`config.mk`:
```
export PLATFORM = sky130hd
export DESIGN_NAME = brf_pos_divider
export DESIGN_NICKNAME = d
export VERILOG_FILES = /design/src/sv/brf_pkg.sv /design/src/sv/brf_pos_divider.sv
export SDC_FILE = /design/constraint.sdc
export NUM_CORES = 1
export LEC_CHECK = 0
export BUFFER_PORTS_ARGS = -buffer_cell sky130_fd_sc_hd__buf_4
export CORE_UTILIZATION = 45
export CTS_CLUSTER_SIZE = 28
export DETAILED_ROUTE_END_ITERATION = 10
export PLACE_DENSITY_LB_ADDON = 0.08
export SYNTH_ARGS = -nofsm -noshare
export SYNTH_HDL_FRONTEND = slang
export SYNTH_SLANG_ARGS = --single-unit
```
`constraint.sdc`:
```
create_clock -name clock -period 2.7 [get_ports clock]
set_input_delay 0 -clock clock [delete_from_list [all_inputs] [get_ports clock]]
set_output_delay 0 -clock clock [all_outputs]
set_load 0.02 [all_outputs]
```
`src/sv/brf_pkg.sv`:
```
`default_nettype none

package brf_pkg;

   // Frame and ring geometry
   localparam int MAX_WIDTH  = 1024;
   localparam int RING_DEPTH = 8192;
   localparam int OFFSET     = 4;

   localparam int RING_AW = $clog2(RING_DEPTH);
   localparam int W_W     = 11;
   localparam int H_W     = 13;
   localparam int CNT_W   = 23;
   localparam int OFS_W   = $clog2(OFFSET + 1);
   localparam int CSR_IW  = 1;
   localparam int CSR_DW  = 13;

   localparam int RESET_WIDTH  = 640;
   localparam int RESET_HEIGHT = 480;

   typedef enum logic [CSR_IW-1:0] {
      CSR_IMAGE_WIDTH  = 1'b0,
      CSR_IMAGE_HEIGHT = 1'b1
   } csr_index_type;

   typedef enum logic {
      OP_PIXEL = 1'b0,
      OP_DRAIN = 1'b1
   } op_type;

   typedef struct packed {
      logic [7:0] alpha;
      logic [7:0] blue;
      logic [7:0] green;
      logic [7:0] red;
   } pixel_type;

   typedef struct packed {
      op_type     op;
      logic [7:0] in_red;
      logic [7:0] in_green;
      logic [7:0] in_blue;
      logic [7:0] in_alpha;
   } req_payload_type;

   typedef struct packed {
      logic [7:0] out_red;
      logic [7:0] out_green;
      logic [7:0] out_blue;
      logic [7:0] out_alpha;
      logic       frame_last;
   } rsp_payload_type;

   // Issue information passed from the control logic to the output stage
   typedef struct packed {
      logic      emit;
      logic      last;
      logic      fwd1;
      logic      fwd2;
      pixel_type fwd_pixel;
   } emit_issue_type;

endpackage

`default_nettype wire

```
`src/sv/brf_pos_divider.sv`:
```
`default_nettype none

module brf_pos_divider
   import brf_pkg::*;
(
   input  wire logic             clock,
   input  wire logic             reset,
   input  wire logic             start,
   input  wire logic [CNT_W-1:0] dividend,
   input  wire logic [W_W-1:0]   divisor,
   output logic                  busy,
   output logic                  done,
   output logic [H_W-1:0]        quotient,
   output logic [W_W-1:0]        remainder
);

   localparam int STEP_CW = $clog2(CNT_W + 1);

   logic               busy_ff,  busy_in;
   logic               done_ff,  done_in;
   logic [STEP_CW-1:0] step_ff,  step_in;
   logic [CNT_W-1:0]   dvd_ff,   dvd_in;
   logic [CNT_W-1:0]   quo_ff,   quo_in;
   logic [W_W:0]       rem_ff,   rem_in;
   logic [W_W:0]       rem_shift;
   logic               fits;

   // One restoring step a cycle, most significant dividend bit first
   always_comb begin
      rem_shift = {rem_ff[W_W-1:0], dvd_ff[CNT_W-1]};
      fits      = rem_shift >= {1'b0, divisor};
      busy_in   = busy_ff;
      done_in   = 1'b0;
      step_in   = step_ff;
      dvd_in    = dvd_ff;
      quo_in    = quo_ff;
      rem_in    = rem_ff;
      if (start) begin
         busy_in = 1'b1;
         step_in = STEP_CW'(CNT_W);
         dvd_in  = dividend;
         quo_in  = '0;
         rem_in  = '0;
      end else if (busy_ff) begin
         dvd_in  = {dvd_ff[CNT_W-2:0], 1'b0};
         quo_in  = {quo_ff[CNT_W-2:0], fits};
         rem_in  = fits ? (rem_shift - {1'b0, divisor}) : rem_shift;
         step_in = step_ff - STEP_CW'(1);
         if (step_ff == STEP_CW'(1)) begin
            busy_in = 1'b0;
            done_in = 1'b1;
         end
      end
   end

   always_ff @(posedge clock) begin
      if (reset) begin
         busy_ff <= 1'b0;
         done_ff <= 1'b0;
         step_ff <= '0;
      end else begin
         busy_ff <= busy_in;
         done_ff <= done_in;
         step_ff <= step_in;
      end
   end

   always_ff @(posedge clock) begin
      dvd_ff <= dvd_in;
      quo_ff <= quo_in;
      rem_ff <= rem_in;
   end

   assign busy      = busy_ff | done_ff;
   assign done      = done_ff;
   assign quotient  = quo_ff[H_W-1:0];
   assign remainder = rem_ff[W_W-1:0];

endmodule

`default_nettype wire

```
==> reports/metrics.yaml, run 1 <==
status: "finished clean"
min_path_type: "input pin to register"
grt_pass1_vias: 2081
critPathCaptureType: "register"
fin_skew_ns: 0.00845
synth_compound_area_share_pct: 14.5
gp_congestion: 0.815
dieArea_um2: 6600
setup_violations: 0
num_antenna_cells: 0
die_w_um: 81.2
ir_drop_v: 0.000340
critical_path_class: "register to register"
async_flop_share_pct: 0
drv_cap: 0
start_util_pct: 47.2
fin_crit_sh_pct: 89.5
endpoint: "rem_ff[0]$_SDFFE_PP0P_"
ctsResizeCount: 0
drive_above_1_share_pct: 28.2
via_count: 2254
cp.arrival_ns: 2.63
ctsLongestPathBuffers: 2
cts_root_buf: "clkbuf_8"
area_growth_pct: 29.5
r2r-start: "dvd_ff[22]$_DFFE_PP_"
ant_nets: 0
worst-r2r-cell-count: 9
dp_hpwl_um: 3990
clock_latency_ns: 0.30
drcViolationCount: 0
cts.sinks: 54
synth_area_um2: 2830
crit_path_start: "dvd_ff[22]$_DFFE_PP_"
slew_headroom_pct: 55.1
h-tree-depth: 2
core_um2: 5990
synthDominantCellAreaShare_pct: 24.4
hold_ws_ns: 0.0113
yosys-top-cells-count: "37 x nor2_1, 31 x dfxtp_1, 23 x edfxtp_1"
ys_seq_area_share_pct: 46.4
synth.distinct_cells: 51
synthAdderAreaFrac_pct: 6.47
min_period_ns: 2.42
grt_pass1_wl_um: 9540
r2r_end: "rem_ff[0]$_SDFFE_PP0P_"
syn_inst: 274
firstDrtPassIters: 4
synth_ff_type: "dfxtp_1"
power_density_nw_per_um2: 514
cp-start-kind: "register"
synth_area_leaders: "edfxtp_1 24%, dfxtp_1 22%, mux2_2 8.8%"
yosysWarnings: 0
rrSetupSlack_ns: 0.28
cts_tree: "built"
crit_required_ns: 2.91
gr-usage-all-layers_pct: 18.5
muxShareOfSynthArea_pct: 13.0
via_per_inst: 5.24
nets: 405
worst_pin_slew_ns: 0.672
wire_per_inst_um: 13.6
die_h_um: 81.2
ys_ff_latch: 54
clk_pin_slew_ns: 0.10
finalHoldViolations: 0
synth_most_common_cell: "nor2_1"
avgSynthCellArea_um2: 10.3
rsz0062_at_grt: "no"
cts_made_buffers: 5
wl_um: 5850
fin_util_pct: 61.1
fmax_mhz: 414
slew_viol_final: 0
fin_cells: 430
io_buffers: 62
grt_max_degree: 60
cts_setup_buffers: 0
num_io_pins: 63
grt_overflow: 0
antenna_found_initial: 0
final.fill_count: 517
synth_top_area_cell: "edfxtp_1"
p_leak_nw: 1.55
setup_tns_ns: 0
worstPathMaxFanout: 10
synth_top_family_by_area: "compound AO/OA/AOI/OAI gates"
row_count: 28
synthXorXnorAreaFrac_pct: 2.79
drt_iter0_drc: 143
dp_cells: 400
synth-simple-area-share_pct: 12.8
synth_edf_count: 23
synth_nets: 325
cells by family after synthesis:
family,Yosys count
AO/OA/AOI/OAI,58
adder cells (fa/ha/maj),14
AND/OR/NAND/NOR,75
buffers and inverters,30
flip-flops,54
XOR/XNOR,9
multiplexers,34
worst min path at each step:
stage                       startpoint                       to  slack (ns)  cells after the start
after floorplan                  reset       busy_ff$_SDFF_PP0_        0.07                      1
after global placement           reset  step_ff[2]$_SDFFE_PP0P_        0.23                      2
after detailed placement         reset  step_ff[1]$_SDFFE_PP0P_        0.23                      2
after CTS                 dividend[10]     dvd_ff[10]$_DFFE_PP_      0.0005                      2
after global routing      dividend[10]     dvd_ff[10]$_DFFE_PP_       0.002                      2
final                     dividend[10]     dvd_ff[10]$_DFFE_PP_        0.01                      2
routing by layer:
| metal | GRT usage [%] | wire (um) | vias up | part of all wire (%) |
|---|---|---|---|---|
| li1 | - | - | 1152 | - |
| met1 | 26.0 | 2880 | 1039 | 49 |
| met3 | 3.48 | 273 | 4 | 4.7 |
| met4 | 3.21 | 36 | 0 | 0.62 |
| met2 | 29.7 | 2650 | 59 | 45 |
| met5 | 0 | 0 | - | 0 |
repair_timing:
item / CTS / global route
endpoints found under the setup margin: 0 / 0
endpoints found under the hold margin: 27 / 1
hold buffers: 21 / 1
cell type report:
class	count	area, um^2	share of cell area, %
Timing Repair Buffer	87	708	19.4
Tap cell	75	93.8	2.56
Multi-Input combinational cell	190	1400	38.3
Clock inverter	2	12.5	0.342
Inverter	16	60.1	1.64
Clock buffer	6	72.6	1.98
Sequential cell	54	1310	35.8
state kept, by name, indices dropped and copies added, names as in the netlist:
register,flops
step_ff,5
dvd_ff,23
rem_ff,11
done,1
quo_ff,13
busy_ff,1
critical path: stages (launching register included):
cell	delay [ns]
edfxtp_1	0.37
inv_1	0.05
ha_1	0.20
fa_1	0.39
nand2b_1	0.18
a21oi_1	0.17
o211a_1	0.22
o2111ai_2	0.27
a21o_1	0.25
a311oi_1	0.24
report_power, final:
group / leakage (nW) / switching (mW) / internal, mW / total [mW]
sequential: 0.486 / 0.0418 / 0.923 / 0.964
combinational: 1.02 / 0.241 / 0.228 / 0.469
clock: 0.0432 / 0.262 / 0.184 / 0.446
placed cells by master (no fill, tap or decap), types with 2 or more instances in the layout:
master | netlist | layout
nand2_1 | 7 | 7
mux2i_1 | 12 | 12
nor3_1 | 2 | 2
edfxtp_1 | 23 | 23
o21bai_1 | 3 | 3
a211oi_1 | 3 | 3
a311oi_1 | 7 | 7
nor3b_1 | 2 | 2
a21oi_1 | 12 | 12
dfxtp_1 | 31 | 31
nor2_1 | 37 | 37
xor2_1 | 3 | 3
inv_1 | 16 | 16
mux2_2 | 22 | 22
nand3_1 | 7 | 7
nand2b_1 | 3 | 3
a21o_1 | 2 | 2
nor4_1 | 4 | 4
ha_1 | 13 | 13
o21a_1 | 4 | 4
nor2b_1 | 3 | 3
dlygate4sd3_1 | 0 | 22
or2_2 | 2 | 2
buf_4 | 0 | 65
o21ai_0 | 10 | 10
xnor2_1 | 6 | 6
clkbuf_8 | 0 | 5
o21ai_1 | 3 | 3
stage by stage:
step	power (mW)	instance area, um^2	worst slack, ns
4_1_cts	1.89	3650	0.289
3_3_place_gp	1.42	3350	0.366
6_report	1.88	3660	0.283
3_5_place_dp	1.42	3350	0.308
2_1_floorplan	1.28	2830	0.470
5_1_grt	1.98	3660	0.118
(Power assumes the default switching activity.)
==> run 2: changes to the inputs <==
--- a/config.mk
+++ b/config.mk
@@ -6,7 +6,9 @@
 export NUM_CORES = 1
 export LEC_CHECK = 0
 export BUFFER_PORTS_ARGS = -buffer_cell sky130_fd_sc_hd__buf_4
+export CAP_MARGIN = 20
 export CORE_UTILIZATION = 45
+export CTS_BUF_LIST = sky130_fd_sc_hd__clkbuf_8
 export CTS_CLUSTER_SIZE = 28
 export DETAILED_ROUTE_END_ITERATION = 10
 export PLACE_DENSITY_LB_ADDON = 0.08
==> run 2 against run 1 <==
Against the previous run: count of clock-buffer cells in the layout shrank 1; design area is the same; utilization is the same; highest routed layer unchanged; sequential share of layout area is the same.
==> reports/metrics.yaml, run 2 (synthesized netlist as in run 1, its figures left out) <==
finalHoldViolations: 0  # unchanged
min_period_ns: 2.42  # +0.000168 ns
area_growth_pct: 29.5  # unchanged
firstDrtPassIters: 4  # unchanged
ctsLongestPathBuffers: 2  # unchanged
crit_chain: "inv_1, ha_1, fa_1, nand2b_1, a21oi_1, o211a_1, o2111ai_2, a21o_1, a311oi_1"
stdcell_area_um2: 3660  # unchanged
setup_tns_ns: 0  # unchanged
largest_reg_flops: 23  # unchanged
drt_iter0_drc: 109  # -24%
ctsResizeCount: 0  # unchanged
wl_um: 5860  # +0.22%
fmax_mhz: 414  # about the same
power_density_nw_per_um2: 513  # -0.23%
h-tree-depth: 2  # unchanged
critPathCaptureType: "register"
crit_family: "compound AO/OA/AOI/OAI gates"
crit_required_ns: 2.91  # about the same
nets: 405  # unchanged
ant_nets: 0  # unchanged
grt_pass1_wl_um: 9540  # unchanged
clk_pin_slew_ns: 0.10  # about the same
dp_hpwl_um: 3990  # unchanged
die_w_um: 81.2  # unchanged
dieArea_um2: 6600  # unchanged
critical_path.slowest_cell: "fa_1"
cts_made_buffers: 5  # unchanged
gr-usage-all-layers_pct: 18.5  # unchanged
drive_above_1_share_pct: 28.2  # unchanged
slew_viol_final: 0  # unchanged
worst_pin_slew_ns: 0.674  # +0.00177 ns
grt_overflow: 0  # unchanged
rsz0062_at_grt: "no"
start_util_pct: 47.2  # unchanged
antenna_found_initial: 0  # unchanged
fin_skew_ns: 0.00694  # -0.00151 ns
drv_cap: 0  # unchanged
min_path_type: "input pin to register"
setup_violations: 0  # unchanged
wire_per_inst_um: 13.6  # +0.22%
cp.arrival_ns: 2.63  # about the same
io_buffers: 62  # unchanged
crit_buf_inv: 1  # unchanged
via_count: 2247  # -0.31%
num_io_pins: 63  # unchanged
cts_root_buf: "clkbuf_8"
gp_congestion: 0.815  # unchanged
ir_drop_v: 0.000340  # about the same
reg.largest.list: "dvd_ff: 23 flops, quo_ff: 13 flops, rem_ff: 11 flops"
clock_latency_ns: 0.30  # about the same
num_antenna_cells: 0  # unchanged
cts_tree: "built"
slew_headroom_pct: 55.0  # -0.12 points
drcViolationCount: 0  # unchanged
row_count: 28  # unchanged
placed_area_um2: 3350  # unchanged
grt_max_degree: 60  # unchanged
regMostFlops: "dvd_ff"
cp-start-kind: "register"
fin_crit_sh_pct: 89.5  # about the same
status: "finished clean"
final_cell_mix: "65 x buf_4, 37 x nor2_1, 31 x dfxtp_1, 23 x edfxtp_1"
critical_path_class: "register to register"
core_um2: 5990  # unchanged
cts.sinks: 54  # unchanged
die_h_um: 81.2  # unchanged
via_per_inst: 5.23  # -0.31%
grt_pass1_vias: 2081  # unchanged
final_common_cell: "buf_4"
max_stage_delay_ns: 0.39  # about the same
p_leak_nw: 1.56  # +0.27%
worstPathMaxFanout: 10  # unchanged
[run 2: layout make-up]
| type | instances | area, um^2 |
|---|---|---|
| timing repair buffer | 87 | 708 |
| sequential | 54 | 1310 |
| clock inverter | 3 | 16.3 |
| multi-input combinational | 190 | 1400 |
| tap | 75 | 93.8 |
| clock buffer | 5 | 68.8 |
| fill | 517 | 2330 |
| inverter | 16 | 60.1 |
[run 2: power breakdown]
group	leakage, nW	switching (mW)	internal (mW)	total [mW]
registers	0.486	0.0418	0.923	0.964
logic	1.02	0.242	0.228	0.470
clock network	0.0474	0.261	0.181	0.441
total	1.56	0.544	1.33	1.88
[run 2: stage by stage]
step / power, mW / worst slack (ns) / utilization (%) / hold slack (ns) / std cells
final: 1.88 / 0.283 / 61.1 / 0.0114 / 430
after CTS: 1.88 / 0.290 / 60.9 / 0.000490 / 429
after detailed placement: 1.42 / 0.308 / 56.0 / 0.229 / 400
after floorplan: 1.28 / 0.470 / - / 0.0724 / 274
after global routing: 1.98 / 0.117 / 61.1 / 0.00216 / 430
after global placement: 1.42 / 0.366 / 56.0 / 0.226 / 400
[run 2: worst reg2reg max path: stages (launching register included)]
cell       delay (ns)
edfxtp_1         0.37
inv_1            0.05
ha_1             0.20
fa_1             0.39
nand2b_1         0.18
a21oi_1          0.17
o211a_1          0.22
o2111ai_2        0.27
a21o_1           0.26
a311oi_1         0.24
[run 2: final timing paths]
| check | slack (ns) | end | start | cells after the start |
|---|---|---|---|---|
| setup / recovery | 0.28 | rem_ff[0]$_SDFFE_PP0P_ | dvd_ff[22]$_DFFE_PP_ | 9 |
| hold / removal | 0.01 | dvd_ff[10]$_DFFE_PP_ | dividend[10] | 2 |
| setup reg to reg | 0.28 | rem_ff[0]$_SDFFE_PP0P_ | dvd_ff[22]$_DFFE_PP_ | 9 |
| hold reg to reg | 0.52 | quo_ff[12]$_SDFFE_PP0P_ | quo_ff[12]$_SDFFE_PP0P_ | 2 |
[run 2: what timing repair did]
action	CTS	global route
buffers inserted	0	0
hold buffers	21	1
hold endpoints to repair	27	1
[run 2: layer usage]
| layer | part of all wire (%) | wire length (um) | track usage [%] |
|---|---|---|---|
| met4 | 0.61 | 36 | 3.21 |
| met2 | 46 | 2680 | 29.7 |
| met5 | 0 | 0 | 0 |
| met1 | 49 | 2880 | 26.0 |
| met3 | 4.6 | 272 | 3.48 |
