--- src/sv/brf_pkg.sv ---
`default_nettype none

package brf_pkg;

   // Frame and ring geometry
   localparam int MAX_WIDTH  = 1024;
   localparam int RING_DEPTH = 8192;
   localparam int OFFSET     = 4;

   localparam int RING_AW = $clog2(RING_DEPTH);
   localparam int W_W     = 11;
   localparam int H_W     = 13;
   localparam int CNT_W   = 23;
   localparam int OFS_W   = $clog2(OFFSET + 1);
   localparam int CSR_IW  = 1;
   localparam int CSR_DW  = 13;

   localparam int RESET_WIDTH  = 640;
   localparam int RESET_HEIGHT = 480;

   typedef enum logic [CSR_IW-1:0] {
      CSR_IMAGE_WIDTH  = 1'b0,
      CSR_IMAGE_HEIGHT = 1'b1
   } csr_index_type;

   typedef enum logic {
      OP_PIXEL = 1'b0,
      OP_DRAIN = 1'b1
   } op_type;

   typedef struct packed {
      logic [7:0] alpha;
      logic [7:0] blue;
      logic [7:0] green;
      logic [7:0] red;
   } pixel_type;

   typedef struct packed {
      op_type     op;
      logic [7:0] in_red;
      logic [7:0] in_green;
      logic [7:0] in_blue;
      logic [7:0] in_alpha;
   } req_payload_type;

   typedef struct packed {
      logic [7:0] out_red;
      logic [7:0] out_green;
      logic [7:0] out_blue;
      logic [7:0] out_alpha;
      logic       frame_last;
   } rsp_payload_type;

   // Issue information passed from the control logic to the output stage
   typedef struct packed {
      logic      emit;
      logic      last;
      logic      fwd1;
      logic      fwd2;
      pixel_type fwd_pixel;
   } emit_issue_type;

endpackage

`default_nettype wire

--- src/sv/brf_output_stage.sv ---
`default_nettype none

module brf_output_stage
   import brf_pkg::*;
(
   input  wire logic            clock,
   input  wire logic            reset,
   input  wire logic            issue_en,
   input  wire emit_issue_type  issue,
   input  wire pixel_type       rd_data1,
   input  wire pixel_type       rd_data2,
   output logic                 stage_ready,
   output logic                 rsp_valid,
   input  wire logic            rsp_ready,
   output rsp_payload_type      rsp_payload
);

   function automatic logic [7:0] emboss(input logic [7:0] a, input logic [7:0] b);
      logic [8:0] sum;
      sum = {1'b0, ~a} + {1'b0, b};
      return sum[8:1];
   endfunction

   emit_issue_type  stage_ff;
   logic            stage_valid_ff, stage_valid_in;
   logic            rsp_valid_ff,   rsp_valid_in;
   rsp_payload_type rsp_payload_ff, rsp_payload_in;
   logic            out_load;
   pixel_type       p1;
   pixel_type       p2;

   assign out_load    = !rsp_valid_ff || rsp_ready;
   assign stage_ready = !stage_valid_ff || out_load;

   // Use the pixel written alongside the read where the addresses matched
   always_comb begin
      p1 = stage_ff.fwd1 ? stage_ff.fwd_pixel : rd_data1;
      p2 = stage_ff.fwd2 ? stage_ff.fwd_pixel : rd_data2;
      rsp_payload_in.out_red    = emboss(p1.red,   p2.red);
      rsp_payload_in.out_green  = emboss(p1.green, p2.green);
      rsp_payload_in.out_blue   = emboss(p1.blue,  p2.blue);
      rsp_payload_in.out_alpha  = emboss(p1.alpha, p2.alpha);
      rsp_payload_in.frame_last = stage_ff.last;
   end

   always_comb begin
      stage_valid_in = stage_valid_ff;
      if (issue_en) begin
         stage_valid_in = issue.emit;
      end else if (out_load) begin
         stage_valid_in = 1'b0;
      end
      rsp_valid_in = out_load ? stage_valid_ff : rsp_valid_ff;
   end

   always_ff @(posedge clock) begin
      if (reset) begin
         stage_valid_ff <= 1'b0;
         rsp_valid_ff   <= 1'b0;
      end else begin
         stage_valid_ff <= stage_valid_in;
         rsp_valid_ff   <= rsp_valid_in;
      end
   end

   always_ff @(posedge clock) begin
      if (issue_en) begin
         stage_ff <= issue;
      end
      if (out_load && stage_valid_ff) begin
         rsp_payload_ff <= rsp_payload_in;
      end
   end

   assign rsp_valid   = rsp_valid_ff;
   assign rsp_payload = rsp_payload_ff;

endmodule

`default_nettype wire

--- config.mk ---
export PLATFORM = sky130hd
export DESIGN_NAME = brf_output_stage
export DESIGN_NICKNAME = d
export VERILOG_FILES = /design/src/sv/brf_pkg.sv /design/src/sv/brf_output_stage.sv
export SDC_FILE = /design/constraint.sdc
export NUM_CORES = 1
export LEC_CHECK = 0
export BUFFER_PORTS_ARGS = -buffer_cell sky130_fd_sc_hd__buf_2
export CAP_MARGIN = 15
export CORE_ASPECT_RATIO = 1.5
export CORE_MARGIN = 3
export CORE_UTILIZATION = 30
export CTS_BUF_LIST = sky130_fd_sc_hd__clkbuf_16
export CTS_CLUSTER_SIZE = 40
export DETAILED_ROUTE_END_ITERATION = 8
export GPL_ROUTABILITY_DRIVEN = 0
export GPL_TIMING_DRIVEN = 0
export PLACE_DENSITY = 0.59
export SYNTH_ARGS = -nofsm -noshare
export SYNTH_HDL_FRONTEND = slang
export SYNTH_SLANG_ARGS = --single-unit
export TNS_END_PERCENT = 20
--- constraint.sdc ---
create_clock -name clock -period 5.05 [get_ports clock]
set_input_delay 1.01 -clock clock [delete_from_list [all_inputs] [get_ports clock]]
set_output_delay 1.01 -clock clock [all_outputs]
set_load 0.03 [all_outputs]
==> impl_metrics.py, run 1 <==
metrics = {
    "outcome": {
        "run_status": "finished clean",
    },
    "global_route": {
        "grt_max_degree": 38,
        "grt_pass1_vias": 3374,
        "grt_pass1_wl_mm": 15.9,
        "antenna_found_initial": 2,
        "top_usage_layer": "met2",
        "use_met2_pct": 25.1,
        "grt.total_usage_pct": 13.8,
        "grtUsageMet1_pct": 14.7,
        "overflow": 0,
        "met3_usage_pct": 4.71,
    },
    "synth": {
        "synthDominantCellAreaShare_pct": 49.5,
        "synth.net_count": 466,
        "synth-edff-count": 68,
        "yosysWarnings": 0,
        "netlist_area_sq_mm": 0.00413,
        "synth_flop_cell": "edfxtp_1",
        "synth.ff_latch_count": 70,
        "synth_largest_area_cell": "edfxtp_1",
        "async_flop_share_pct": 0,
        "synth_area_leaders": "edfxtp_1 49%, mux2i_1 8.7%, ha_1 8.5%",
        "seq_area_frac_synth_pct": 50.5,
        "synthCells": 330,
        "synth.distinct_cells": 30,
        "avgSynthCellArea_sq_um": 12.5,
    },
    "setup_path": {
        "path_max_fanout": 10,
        "cp.depth": 10,
        "path_delay_family": "buffers and inverters",
        "critPathArrivalTime_ns": 3.05,
        "path_common_cell": "buf_2",
        "timing.critical_path.from": "stage_ff[32]",
        "ff2ff_path_depth": 10,
        "ff2ff_setup_slack_ns": 2.07,
        "critPathMaxStageDelay_ns": 0.38,
        "timing.critical_path.buf_inv": 3,
        "critPathRequiredTime_ns": 5.12,
        "worst_setup_path_end_kind": "register",
        "r2r-end": "rsp_payload[14]",
        "crit_type": "register to register",
        "crit_end": "rsp_payload[14]",
        "worstPathCellList": "buf_6, buf_2, buf_2, mux2_2, ha_1, nor2b_1, o21ai_1, a21oi_1, a211oi_1, xnor2_1",
        "cp_slowest_cell": "buf_2",
        "r2r_start": "stage_ff[32]",
        "start_kind": "register",
    },
    "timing": {
        "slew_viol_final": 0,
        "finalCritPeriodShare_pct": 59.0,
        "fin_tns_setup_ns": 0,
        "rsz0062_at_grt": "no",
        "finalSetupViolCount": 0,
        "max_freq_ghz": 0.336,
        "hold_ws_ns": 0.418,
        "fin_skew_ns": 0.00827,
        "tightest_slew_ns": 0.931,
        "slew_headroom_pct": 37.9,
        "hold_viol_final": 0,
        "period_needed_ns": 2.98,
    },
    "floorplanning": {
        "core_area_sq_mm": 0.0132,
        "rows": 51,
        "ioPinCount": 139,
        "die-area_sq_mm": 0.0152,
        "die-width_um": 102,
        "start_util_pct": 31.2,
        "die_y_um": 150,
    },
    "layout": {
        "num_antenna_cells": 0,
        "area_delta_synth_final_pct": 28.7,
        "fin_nets": 616,
        "stdcell_count": 644,
        "drive_gt1_share_pct": 38.4,
        "utilization_pct": 40.2,
    },
    "clock_network": {
        "htree_levels": 3,
        "cts_tree": "done",
        "numCtsBuffers": 9,
        "ctsHoldBuffers": 0,
        "cts_setup_buffers": 0,
        "cts_resized": 0,
        "root_buffer": "clkbuf_16",
        "clk_latency_ns": 0.33,
        "cts_buffer_depth": 2,
        "clkSinkCount": 70,
        "clk_pin_slew_ns": 0.06,
    },
    "place": {
        "dp.cells": 628,
        "place.port_buffers": 138,
        "dpl.hpwl_mm": 8.11,
    },
    "pwr": {
        "p_per_area_mw_per_mm2": 337,
        "irDropWorstVdd_mv": 0.129,
        "p_total_mw": 1.79,
        "leakagePower_nw": 2.31,
    },
    "routing": {
        "ant_nets": 0,
        "drt_iter0_drc": 89,
        "viasPerCell": 4.90,
        "detail_route.wl_per_cell_um": 16.0,
        "wirelength_mm": 10.3,
        "routed-via-count": 3155,
        "drc_errors": 0,
        "dr.pass1.iters": 4,
    },
    "job": {
        "cap_violations": 0,
    },
    "hold_path": {
        "hold_path_class": "register to register",
    },
}
## cell usage after synthesis, types with 3 or more instances
cell type,n
xor2_1,7
xnor2_1,14
a211oi_1,6
inv_1,18
o311ai_1,3
a21oi_1,20
nor2b_1,6
nand2_1,11
o21ai_1,4
or3_1,4
a31oi_1,5
nand4bb_1,4
o31a_1,4
o21ai_0,8
and3_1,4
ha_1,28
mux2_2,24
nor3_1,10
buf_2,7
and2_1,3
edfxtp_1,68
fa_1,4
nor2_1,23
mux2i_1,36
## power by group
group          internal (mW)  total [mW]  leakage [nW]  switching, mW
Combinational          0.225       0.500          1.52          0.275
Clock                  0.324       0.559         0.135          0.235
Sequential             0.712       0.728         0.662         0.0157
Total                   1.26        1.79          2.31          0.526
## registers in the layout, summed over array words and instances, names as in the netlist
name            cells
rsp_payload_in      1
stage_valid_ff      1
rsp_payload        33
rsp_valid           1
stage_ff           34
## routing by layer
metal | share of wire, % | routed length (um)
met1 | 39 | 4040
met2 | 54 | 5530
met3 | 5.6 | 577
met4 | 1.6 | 167
met5 | 0.20 | 21
## cell families after synthesis
kind of cell / after synthesis / share of synthesized area, %
xor gates and xnor gates: 21 / 4.46
AOI/OAI and AO/OA: 56 / 8.61
DFF: 70 / 50.5
buffers and inverters: 26 / 2.76
muxes: 60 / 15.3
adders and majority gates: 32 / 10.4
and+or+nand+nor: 65 / 7.98
## layout make-up
| cell class | instances | area [sq um] |
|---|---|---|
| flip-flops and latches | 70 | 2080 |
| well taps | 159 | 199 |
| fillers | 1269 | 7900 |
| plain buffers | 8 | 46.3 |
| multi-input cells | 234 | 1940 |
| clock inverters | 7 | 33.8 |
| inverters | 18 | 67.6 |
| clock buffers | 9 | 225 |
| repair buffers | 139 | 718 |
## metrics by stage
step	area [sq um]	setup WS [ns]
global placement	5010	1.03
finish	5310	2.07
global route	5310	1.77
floorplan	4130	2.06
detailed placement	5050	2.03
CTS	5310	2.01
## cells in the final DEF, fill, tap and decap left out
master	n
buf_16	1
fa_1	4
nor3_1	10
a31oi_1	5
ha_1	28
and3_1	4
mux2i_1	36
buf_6	1
nor2b_4	1
a41oi_1	1
clkbuf_16	9
clkinvlp_4	1
and2_1	3
o21ai_1	4
xor2_1	7
mux2_2	24
a21oi_1	20
nand2_1	11
clkinv_1	1
dfxtp_1	2
o21bai_1	2
nor2b_1	5
buf_2	145
or3_1	4
nor2_1	23
a211oi_1	6
edfxtp_1	68
o31a_1	4
o21ai_0	8
clkinv_2	3
o311ai_2	1
o311ai_1	3
xnor2_1	14
nand4bb_1	4
a31o_1	2
inv_1	20
## worst min path at each step
stage                     slack (ns)        endpoint               from  depth (start not counted)
after CTS                       0.42  rsp_payload[0]  rsp_payload_in[0]                          0
after detailed placement        0.41  rsp_payload[0]  rsp_payload_in[0]                          0
final                           0.42  rsp_payload[0]  rsp_payload_in[0]                          0
after global placement          0.41  rsp_payload[0]  rsp_payload_in[0]                          0
after floorplan                 0.40  rsp_payload[0]  rsp_payload_in[0]                          0
after global routing            0.44  rsp_payload[0]  rsp_payload_in[0]                          0
No activity file was read; power rests on OpenSTA's default activity.
==> run 2: changes to the inputs <==
--- a/config.mk
+++ b/config.mk
@@ -5,6 +5,7 @@
 export SDC_FILE = /design/constraint.sdc
 export NUM_CORES = 1
 export LEC_CHECK = 0
+export ABC_AREA = 1
 export BUFFER_PORTS_ARGS = -buffer_cell sky130_fd_sc_hd__buf_2
 export CAP_MARGIN = 15
 export CORE_ASPECT_RATIO = 1.5
==> constraint.sdc (replaced) <==
create_clock -name clock -period 2.9 [get_ports clock]
set_input_delay 0.58 -clock clock [delete_from_list [all_inputs] [get_ports clock]]
set_output_delay 0.58 -clock clock [all_outputs]
set_load 0.03 [all_outputs]
==> impl_metrics.py, run 2 <==
metrics = {
    "outcome": {
        "run_status": "finished clean",
    },
    "routing": {
        "wirelength_mm": 10.7,
        "viasPerCell": 4.47,
        "detail_route.wl_per_cell_um": 13.8,
        "drt_iter0_drc": 95,
        "ant_nets": 0,
        "routed-via-count": 3447,
        "dr.pass1.iters": 4,
        "drc_errors": 0,
    },
    "layout": {
        "stdcell_count": 771,
        "top_register": "stage_ff",
        "fin_nets": 738,
        "multiInputGateArea_sq_mm": 0.00180,
        "regArea_sq_mm": 0.00208,
        "area_delta_synth_final_pct": 29.3,
        "largest_reg_flops": 34,
        "utilization_pct": 39.7,
        "drive_gt1_share_pct": 27.3,
        "final_common_cell": "nand2_1",
        "final_cell_mix": "161 x nand2_1, 142 x buf_2, 68 x edfxtp_1",
        "nFillCells": 1368,
    },
    "timing": {
        "hold_ws_ns": 0.419,
        "rsz0062_at_grt": "no",
        "fin_skew_ns": 0.00518,
        "tightest_slew_ns": 0.939,
        "hold_viol_final": 0,
        "finalCritPeriodShare_pct": 88.1,
        "slew_viol_final": 0,
        "period_needed_ns": 2.55,
        "finalSetupViolCount": 0,
        "max_freq_ghz": 0.391,
        "slew_headroom_pct": 37.4,
    },
    "place": {
        "dpl.hpwl_mm": 8.49,
        "dp.cells": 753,
        "place.port_buffers": 138,
    },
    "synth": {
        "synth-edff-count": 68,
        "synth_largest_area_cell": "edfxtp_1",
        "netlist_area_sq_mm": 0.00416,
        "synth.distinct_cells": 20,
        "synth_area_leaders": "edfxtp_1 49%, nand2_1 15%, ha_1 8.4%",
        "synth.net_count": 588,
        "synth_flop_cell": "edfxtp_1",
        "synthTopCellsByCount": "161 x nand2_1, 68 x edfxtp_1, 54 x inv_1, 28 x ha_1, 26 x a21oi_1",
        "synth.ff_latch_count": 70,
        "synthCells": 452,
        "async_flop_share_pct": 0,
        "seq_area_frac_synth_pct": 50.1,
        "synthDominantCellAreaShare_pct": 49.1,
        "yosysWarnings": 0,
        "synth_most_common_cell": "nand2_1",
        "avgSynthCellArea_sq_um": 9.20,
    },
    "clock_network": {
        "clk_latency_ns": 0.33,
        "cts_resized": 0,
        "cts_tree": "done",
        "clkSinkCount": 70,
        "clk_pin_slew_ns": 0.06,
        "numCtsBuffers": 9,
        "htree_levels": 3,
        "root_buffer": "clkbuf_16",
        "cts_buffer_depth": 2,
        "cts_setup_buffers": 0,
        "ctsHoldBuffers": 0,
    },
    "pwr": {
        "p_total_mw": 3.17,
        "leakagePower_nw": 2.71,
        "irDropWorstVdd_mv": 0.241,
        "p_per_area_mw_per_mm2": 591,
    },
    "floorplanning": {
        "start_util_pct": 30.7,
        "die-width_um": 102,
        "die-area_sq_mm": 0.0153,
        "ioPinCount": 139,
        "core_area_sq_mm": 0.0135,
        "rows": 52,
        "die_y_um": 150,
    },
    "global_route": {
        "use_met2_pct": 26.4,
        "grt_max_degree": 38,
        "overflow": 0,
        "antenna_found_initial": 0,
        "top_usage_layer": "met2",
        "grt.total_usage_pct": 14.5,
        "grt_pass1_wl_mm": 16.8,
        "met3_usage_pct": 2.27,
        "grt_pass1_vias": 3652,
        "grtUsageMet1_pct": 15.8,
    },
    "hold_path": {
        "holdPathEnd": "stage_ff[4]",
        "min_path_cells": 1,
        "hold_path_class": "input pin to register",
        "hp-start": "issue[4]",
    },
    "setup_path": {
        "path_max_fanout": 10,
        "crit_type": "register to register",
        "ff2ff_path_depth": 11,
        "critPathRequiredTime_ns": 2.99,
        "r2r-end": "rsp_payload[24]",
        "ff2ff_setup_slack_ns": 0.35,
        "start_kind": "register",
        "critPathArrivalTime_ns": 2.64,
        "worst_setup_path_end_kind": "register",
        "r2r_start": "stage_ff[32]",
    },
    "job": {
        "cap_violations": 0,
    },
}
==> run 2: cell count changes after synthesis, moves of 13 or more <==
cell and delta:
nand2_1 +150, nand3_1 +24, mux2i_1 -17, mux2_2 -24, o21ai_0 +13, inv_1 +36
==> run 2: layout make-up <==
class,instances,share of cell area (%)
sequential,70,38.7
multi-input combinational,317,33.6
timing repair buffer,139,13.2
clock buffer,9,4.19
inverter,54,3.77
tap,162,3.77
buffer,11,1.42
clock inverter,7,1.21
antenna,2,0.0931
==> run 2: how the worst max path moves through the flow <==
stage          cells past startpoint  slack [ns]         endpoint          from
2_1_floorplan                      2        0.44   rsp_payload[0]     rsp_ready
3_3_place_gp                       3       -0.51   rsp_payload[8]     rsp_ready
3_5_place_dp                      10        0.24  rsp_payload[22]  stage_ff[32]
4_1_cts                           10        0.22  rsp_payload[22]  stage_ff[32]
5_1_grt                           11        0.04  rsp_payload[22]  stage_ff[32]
6_report                          11        0.35  rsp_payload[24]  stage_ff[32]
==> run 2: critical path: stages (launching register included) <==
cell      delay (ns)
edfxtp_1        0.49
inv_1           0.22
clkbuf_1        0.52
nand2_1         0.11
nand2_1         0.09
ha_1            0.28
a21oi_1         0.14
o21ai_0         0.14
nand3_1         0.13
nand2_1         0.08
nand3_1         0.07
nand2_1         0.05
==> run 2: where the power goes <==
group / switching (mW) / internal (mW)
Sequential: 0.0260 / 1.24
Combinational: 0.503 / 0.333
Clock: 0.417 / 0.659
==> run 2: cell families (layout without fill, tap and decap cells) <==
family	after synthesis	in the layout	share of synthesized area [%]
XOR/XNOR	13	13	2.74
AND/OR/NAND/NOR	202	202	19.2
multiplexers	19	19	4.57
buffers and inverters	65	220	6.71
other	0	2	0
adder cells (fa/ha/maj)	32	32	10.4
AO/OA/AOI/OAI	51	51	6.38
flip-flops	70	70	50.1
==> run 2: stage by stage <==
stage          TNS [ns]  instance area (sq um)  setup slack [ns]
2_1_floorplan         0                   4160             0.442
3_3_place_gp     -16.88                   5050            -0.515
3_5_place_dp          0                   5080             0.240
4_1_cts               0                   5370             0.222
5_1_grt               0                   5370            0.0447
6_report              0                   5370             0.345
==> run 2: per-layer routing <==
metal  routed length, um  part of all wire [%]  vias up
met5                   0                     0        -
met4                 255                   2.4        0
met3                 440                   4.1       14
met2                5830                    55       86
met1                4130                    39     1549
li1                    -                     -     1798
